### src/design/aes_pkg.sv
// Package for the AES block encryptor: byte/state types, S-box table,
// GF(2^8) helpers and round functions. No dependencies.
`timescale 1ns / 1ps
package aes_pkg;

  localparam int unsigned NumStages = 15;  // initial key add + up to 14 rounds
  localparam int unsigned CfgIdxWidth = 3;

  typedef logic [127:0] block_t;
  typedef logic [7:0]   byte_t;
  typedef logic [CfgIdxWidth-1:0] cfg_idx_t;

  typedef enum logic [CfgIdxWidth-1:0] {
    REG_KEY_MODE  = 3'd0,
    REG_KEY_WORD0 = 3'd1,
    REG_KEY_WORD1 = 3'd2,
    REG_KEY_WORD2 = 3'd3,
    REG_KEY_WORD3 = 3'd4
  } cfg_reg_t;

  localparam byte_t SBOX [256] = '{
    8'h63,8'h7c,8'h77,8'h7b,8'hf2,8'h6b,8'h6f,8'hc5,8'h30,8'h01,8'h67,8'h2b,8'hfe,8'hd7,8'hab,8'h76,
    8'hca,8'h82,8'hc9,8'h7d,8'hfa,8'h59,8'h47,8'hf0,8'had,8'hd4,8'ha2,8'haf,8'h9c,8'ha4,8'h72,8'hc0,
    8'hb7,8'hfd,8'h93,8'h26,8'h36,8'h3f,8'hf7,8'hcc,8'h34,8'ha5,8'he5,8'hf1,8'h71,8'hd8,8'h31,8'h15,
    8'h04,8'hc7,8'h23,8'hc3,8'h18,8'h96,8'h05,8'h9a,8'h07,8'h12,8'h80,8'he2,8'heb,8'h27,8'hb2,8'h75,
    8'h09,8'h83,8'h2c,8'h1a,8'h1b,8'h6e,8'h5a,8'ha0,8'h52,8'h3b,8'hd6,8'hb3,8'h29,8'he3,8'h2f,8'h84,
    8'h53,8'hd1,8'h00,8'hed,8'h20,8'hfc,8'hb1,8'h5b,8'h6a,8'hcb,8'hbe,8'h39,8'h4a,8'h4c,8'h58,8'hcf,
    8'hd0,8'hef,8'haa,8'hfb,8'h43,8'h4d,8'h33,8'h85,8'h45,8'hf9,8'h02,8'h7f,8'h50,8'h3c,8'h9f,8'ha8,
    8'h51,8'ha3,8'h40,8'h8f,8'h92,8'h9d,8'h38,8'hf5,8'hbc,8'hb6,8'hda,8'h21,8'h10,8'hff,8'hf3,8'hd2,
    8'hcd,8'h0c,8'h13,8'hec,8'h5f,8'h97,8'h44,8'h17,8'hc4,8'ha7,8'h7e,8'h3d,8'h64,8'h5d,8'h19,8'h73,
    8'h60,8'h81,8'h4f,8'hdc,8'h22,8'h2a,8'h90,8'h88,8'h46,8'hee,8'hb8,8'h14,8'hde,8'h5e,8'h0b,8'hdb,
    8'he0,8'h32,8'h3a,8'h0a,8'h49,8'h06,8'h24,8'h5c,8'hc2,8'hd3,8'hac,8'h62,8'h91,8'h95,8'he4,8'h79,
    8'he7,8'hc8,8'h37,8'h6d,8'h8d,8'hd5,8'h4e,8'ha9,8'h6c,8'h56,8'hf4,8'hea,8'h65,8'h7a,8'hae,8'h08,
    8'hba,8'h78,8'h25,8'h2e,8'h1c,8'ha6,8'hb4,8'hc6,8'he8,8'hdd,8'h74,8'h1f,8'h4b,8'hbd,8'h8b,8'h8a,
    8'h70,8'h3e,8'hb5,8'h66,8'h48,8'h03,8'hf6,8'h0e,8'h61,8'h35,8'h57,8'hb9,8'h86,8'hc1,8'h1d,8'h9e,
    8'he1,8'hf8,8'h98,8'h11,8'h69,8'hd9,8'h8e,8'h94,8'h9b,8'h1e,8'h87,8'he9,8'hce,8'h55,8'h28,8'hdf,
    8'h8c,8'ha1,8'h89,8'h0d,8'hbf,8'he6,8'h42,8'h68,8'h41,8'h99,8'h2d,8'h0f,8'hb0,8'h54,8'hbb,8'h16
  };

  function automatic byte_t xtime(byte_t a);
    return {a[6:0], 1'b0} ^ (a[7] ? 8'h1b : 8'h00);
  endfunction

  function automatic logic [31:0] sub_word(logic [31:0] w);
    return {SBOX[w[31:24]], SBOX[w[23:16]], SBOX[w[15:8]], SBOX[w[7:0]]};
  endfunction

  // byte i of the block sits at bits 127-8i
  function automatic byte_t get_byte(block_t s, int unsigned i);
    return s[127-8*i -: 8];
  endfunction

  function automatic block_t sub_shift(block_t s);
    block_t o;
    for (int c = 0; c < 4; c++) begin
      for (int r = 0; r < 4; r++) begin
        o[127-8*(4*c+r) -: 8] = SBOX[get_byte(s, 4*((c+r)%4)+r)];
      end
    end
    return o;
  endfunction

  function automatic block_t mix_columns(block_t s);
    block_t o;
    byte_t a0, a1, a2, a3, all;
    for (int c = 0; c < 4; c++) begin
      a0 = get_byte(s, 4*c);
      a1 = get_byte(s, 4*c+1);
      a2 = get_byte(s, 4*c+2);
      a3 = get_byte(s, 4*c+3);
      all = a0 ^ a1 ^ a2 ^ a3;
      o[127-8*(4*c)   -: 8] = a0 ^ all ^ xtime(a0 ^ a1);
      o[127-8*(4*c+1) -: 8] = a1 ^ all ^ xtime(a1 ^ a2);
      o[127-8*(4*c+2) -: 8] = a2 ^ all ^ xtime(a2 ^ a3);
      o[127-8*(4*c+3) -: 8] = a3 ^ all ^ xtime(a3 ^ a0);
    end
    return o;
  endfunction

endpackage

### src/design/aes_if.sv


interface aes_cfg_if;
  logic        valid;
  logic        ready;
  logic [2:0]  index;
  logic [63:0] data;
  modport source (output valid, index, data, input ready);
  modport sink (input valid, index, data, output ready);
endinterface

### src/design/aes_key_sched.sv
// Key register file and round-key expansion for AES-128/256.
// Depends on aes_pkg, aes_if. Round keys are rebuilt after reset and each config write.
`timescale 1ns / 1ps
module aes_key_sched
  import aes_pkg::*;
(
  input  logic           clk,
  input  logic           rst,
  aes_cfg_if.sink        cfg,
  output logic           key_mode,
  output logic           key_ready,
  output block_t         round_keys [NumStages]
);

  logic [63:0] key_word [4];
  logic [31:0] win [8];
  logic [5:0]  widx;
  logic        busy;
  byte_t       rc;
  logic [31:0] key_w;
  logic [31:0] t;
  logic [31:0] word;
  logic        first_word;
  logic        rot_step;
  logic        sub_step;
  logic        done_step;

  assign cfg.ready = 1'b1;
  assign key_ready = !busy;

  always_ff @(posedge clk) begin
    if (rst) begin
      key_mode <= 1'b0;
      for (int i = 0; i < 4; i++) key_word[i] <= '0;
    end else if (cfg.valid) begin
      unique case (cfg.index)
        REG_KEY_MODE:  key_mode    <= cfg.data[0];
        REG_KEY_WORD0: key_word[0] <= cfg.data;
        REG_KEY_WORD1: key_word[1] <= cfg.data;
        REG_KEY_WORD2: key_word[2] <= cfg.data;
        REG_KEY_WORD3: key_word[3] <= cfg.data;
        default: ;
      endcase
    end
  end

  // One key word per cycle; win[0] holds the newest word.
  assign key_w      = widx[0] ? key_word[widx[2:1]][31:0] : key_word[widx[2:1]][63:32];
  assign first_word = key_mode ? (widx < 6'd8) : (widx < 6'd4);
  assign rot_step   = key_mode ? (widx[2:0] == 3'd0) : (widx[1:0] == 2'd0);
  assign sub_step   = key_mode && (widx[2:0] == 3'd4);
  assign done_step  = (widx == (key_mode ? 6'd59 : 6'd43));

  always_comb begin
    t = win[0];
    if (rot_step) begin
      t = sub_word({t[23:0], t[31:24]}) ^ {rc, 24'h0};
    end else if (sub_step) begin
      t = sub_word(t);
    end
    word = first_word ? key_w : ((key_mode ? win[7] : win[3]) ^ t);
  end

  // Restart the expansion on every config write.
  always_ff @(posedge clk) begin
    if (rst || cfg.valid) begin
      busy <= 1'b1;
      widx <= '0;
      rc   <= 8'h01;
    end else if (busy) begin
      for (int k = 7; k > 0; k--) win[k] <= win[k-1];
      win[0] <= word;
      round_keys[widx[5:2]][7'd127 - {widx[1:0], 5'd0} -: 32] <= word;
      if (!first_word && rot_step) rc <= xtime(rc);
      widx <= widx + 6'd1;
      if (done_step) busy <= 1'b0;
    end
  end

endmodule

### src/flat_wrapper.sv
// flat-port wrapper written by rule: the top's interface ports become plain ports
module aes_key_sched_flat import aes_pkg::*;
  (clk, rst, key_mode, key_ready, round_keys, cfg_valid, cfg_index, cfg_data, cfg_ready);
  aes_cfg_if cfg_i ();
  input  logic clk;
  input  logic rst;
  output logic key_mode;
  output logic key_ready;
  output block_t round_keys[NumStages];
  input wire logic [$bits(cfg_i.valid)-1:0] cfg_valid;
  input wire logic [$bits(cfg_i.index)-1:0] cfg_index;
  input wire logic [$bits(cfg_i.data)-1:0] cfg_data;
  output wire logic [$bits(cfg_i.ready)-1:0] cfg_ready;
  assign cfg_i.valid = cfg_valid;
  assign cfg_i.index = cfg_index;
  assign cfg_i.data = cfg_data;
  assign cfg_ready = cfg_i.ready;
  aes_key_sched u_core (.clk(clk), .rst(rst), .cfg(cfg_i), .key_mode(key_mode), .key_ready(key_ready), .round_keys(round_keys));
endmodule
### config.mk
export PLATFORM = sky130hd
export DESIGN_NAME = aes_key_sched_flat
export DESIGN_NICKNAME = d
export VERILOG_FILES = /design/src/design/aes_pkg.sv /design/src/design/aes_if.sv /design/src/design/aes_key_sched.sv /design/src/flat_wrapper.sv
export SDC_FILE = /design/constraint.sdc
export NUM_CORES = 2
export LEC_CHECK = 0
export BUFFER_PORTS_ARGS = -buffer_cell sky130_fd_sc_hd__buf_2
export CAP_MARGIN = 20
export CORE_AREA = 2 2 783 785
export CTS_CLUSTER_SIZE = 40
export DETAILED_ROUTE_END_ITERATION = 16
export DIE_AREA = 0 0 785 787
export MAX_ROUTING_LAYER = met4
export PLACE_DENSITY_LB_ADDON = 0.1
export SYNTH_ARGS = -nofsm -noshare
export SYNTH_HDL_FRONTEND = slang
export SYNTH_SLANG_ARGS = --single-unit
### constraint.sdc
create_clock -name clk -period 27.4 [get_ports clk]
set_input_delay 1.37 -clock clk [delete_from_list [all_inputs] [get_ports clk]]
set_output_delay 1.37 -clock clk [all_outputs]
set_load 0.03 [all_outputs]
==> impl_metrics.csv <==
group,metric,value,unit
sta,setup_tns,0,ns
synthesis,synth-seq-cells,2450,
clock_network,cts_root_buffer,"clkbuf_16",
power,power.density,70.6,nW/µm²
synthesis,synth_nets,5836,
cells_and_area,fillers,65300,
floorplanning,rows,287,
floorplanning,die_h,787,µm
synthesis,synth_edf_count,2432,
sta,finalWorstSetupSlack,20.53,ns
route,wl,605,mm
sta,fmaxAchievable,0.146,GHz
route,dr.pass1.iters,7,
place,place_ws,20.48,ns
synthesis,synth_cell_types,100,
sta,post-route-period-util,25.1,%
sta,rsz0062_at_grt,"no",
clock_network,post_cts_resized,0,
clock_network,clkSinkCount,2450,
synthesis,syn-instance-count,5706,
worst_setup_path,cp-end-kind,"flip-flop",
clock_network,hold_buffers,0,
grt,grt_pass1_wl,758,mm
synthesis,seq_area_frac_synth,77.5,%
sta,maxSlewHeadroom,15.9,%
grt,grt_max_degree,152,
place,place.gp.congestion,0.875,
synthesis,synth_warnings,0,
clock_network,max-clock-path-buffers,4,
route,wire_per_inst,37.0,µm
sta,setup_violations,0,
flow_run,drv_cap,0,
place,hpwl,442,mm
worst_hold_path,worstHoldPathCells,0,
worst_setup_path,cp_max_fo,34,
sta,finalHoldViolations,0,
clock_network,clk_pin_slew_worst_paths,0.06,ns
route,via_per_inst,4.08,
sta,period_needed,6.87,ns
cells_and_area,design_area,127000,µm²
floorplanning,ios,1993,
sta,maxSlewViolCount,0,
cells_and_area,final_common_cell,"edfxtp_1",
cells_and_area,drive_gt1_share,38.9,%
power,cellLeakagePower,44.4,nW
worst_hold_path,hold_class,"reg -> reg",
worst_setup_path,start_kind,"flip-flop",
clock_network,clock_latency,0.99,ns
cells_and_area,final_net_count,8075,
floorplanning,die_area,618000,µm²
worst_setup_path,ff2ff_path_depth,12,
synthesis,syn_area,94700,µm²
cells_and_area,final_cell_mix,"edfxtp_1 (2,432), buf_2 (1,993), clkbuf_16 (314)",
floorplanning,coreArea,609000,µm²
floorplanning,dieWidth,785,µm
grt,grt-ovfl-total,0,
power,power,9.00,mW
route,drc,0,
sta,skew,0.102,ns
cells_and_area,area_growth,34.6,%
power,ir_worst_vdd,0.0000584,V
synthesis,avgSynthCellArea,16.6,µm²
grt,grt_pass1_vias,65000,
grt,antenna_found_initial,131,
clock_network,h-tree-depth,5,
floorplanning,initial_core_util,15.5,%
clock_network,cts_made_buffers,310,
synthesis,synth_ff_type,"edfxtp_1",
sta,tightest_slew,1.23,ns
worst_setup_path,crit_type,"reg -> reg",
clock_network,cts_tree,"built",
clock_network,post-cts-setup-buffers,0,
route,drtIter0Drc,7084,
place,dpl-instance-area,117000,µm²
run_status,status,"complete, no violations",
place,numPortBuffers,1991,
grt,grt.total_usage,19.3,%
worst_setup_path,critPathRequiredTime,27.97,ns
route,postRouteAntennaNets,0,
synthesis,synthArstFlopShare,0,%
cells_and_area,finish.utilization,20.9,%
worst_setup_path,worst_ep_arrival_time,7.43,ns
route,vias,66600,
## final cells by class
class                      count  area (µm²)  area share, %
multi-input combinational   2814       20800           16.3
inverter                      59         221          0.174
clock buffer                 381        8110           6.36
antenna                       63         158          0.124
tap                         8092       10100           7.94
timing repair buffer        2310       12700           9.93
clock inverter               177        1950           1.53
sequential                  2450       73400           57.6
## cell families after synthesis
| group | after synthesis | share of synthesized area, % |
|---|---|---|
| mux | 207 | 3.73 |
| buf+inv | 442 | 2.01 |
| fa+ha+maj | 60 | 0.793 |
| xor+xnor | 38 | 0.351 |
| flops | 2450 | 77.5 |
| simple gates | 1556 | 8.49 |
| other cells | 1 | 0.00396 |
| compound gates | 952 | 7.13 |
## critical path: stages, from the launching register on
cell	delay (ns)
edfxtp_1	0.33
buf_4	0.42
clkinv_1	0.72
ha_1	0.68
nor2_1	0.64
o21ai_0	0.32
a311oi_1	0.59
a311oi_1	0.20
or4_1	0.74
o221ai_1	0.30
mux2i_1	0.28
o21ai_1	0.32
nor2_2	0.88
## state kept, by name, indices dropped and copies added, names as in the netlist, named ones only
register           cells
u_core.widx            6
u_core.busy            1
u_core.win           256
u_core.key_word      256
u_core.rc              8
u_core.key_mode        1
u_core.round_keys   1920
## power by group
| part | internal, mW | switching (mW) | total, mW |
|---|---|---|---|
| logic | 0.171 | 0.520 | 0.691 |
| registers | 4.17 | 0.0150 | 4.18 |
| clock network | 2.37 | 1.76 | 4.13 |
| total | 6.70 | 2.30 | 9.00 |
## through the flow
step,hold WS [ns],std cells
3_3_place_gp,0.400,15700
2_1_floorplan,0.400,5706
6_report,0.388,16300
4_1_cts,0.367,16300
5_1_grt,0.382,16300
3_5_place_dp,0.405,15700
## cell usage after synthesis, types with 14 or more instances
cell | number | area (µm²)
a2111oi_0 | 19 | 166
a211o_1 | 20 | 175
a211oi_1 | 46 | 345
a21o_1 | 15 | 113
a21oi_1 | 183 | 916
a221o_1 | 16 | 160
a221oi_1 | 23 | 201
a311oi_1 | 44 | 385
a31oi_1 | 65 | 407
and2_1 | 291 | 1820
and3_1 | 34 | 213
buf_1 | 35 | 131
buf_2 | 107 | 536
buf_4 | 20 | 150
clkbuf_1 | 215 | 807
dfxtp_1 | 18 | 360
edfxtp_1 | 2432 | 73000
ha_1 | 60 | 751
inv_1 | 43 | 161
mux2_2 | 21 | 236
mux2i_1 | 69 | 691
mux4_2 | 113 | 2540
nand2_1 | 289 | 1080
nand2b_1 | 96 | 601
nand3_1 | 106 | 531
nor2_1 | 304 | 1140
nor2b_1 | 89 | 557
nor3_1 | 171 | 856
nor3b_1 | 26 | 195
nor4_1 | 26 | 163
o211ai_1 | 38 | 285
o21a_1 | 14 | 105
o21ai_0 | 169 | 846
o221ai_1 | 30 | 263
o311a_1 | 18 | 180
o311ai_0 | 50 | 438
o31ai_1 | 25 | 188
o32ai_1 | 20 | 175
or2_2 | 41 | 257
or3_1 | 19 | 119
xnor2_1 | 29 | 254
## worst paths after layout
path	startpoint	to	slack, ns
setup / recovery	u_core.win[0][25]	u_core.round_keys[1382]	20.53
hold / removal	u_core.win[0][66]	u_core.win[0][98]	0.39
setup reg to reg	u_core.win[0][25]	u_core.round_keys[1382]	20.53
hold reg to reg	u_core.win[0][66]	u_core.win[0][98]	0.39
## layer usage
| layer | track usage (%) | up-vias | part of all wire, % |
|---|---|---|---|
| met3 | 3.78 | 535 | 6.6 |
| met4 | 4.10 | 0 | 2.5 |
| met2 | 33.4 | 3094 | 51 |
| li1 | - | 26900 | - |
| met5 | - | - | 0 |
| met1 | 23.1 | 36100 | 40 |
Power figures use the tool's default switching activity.
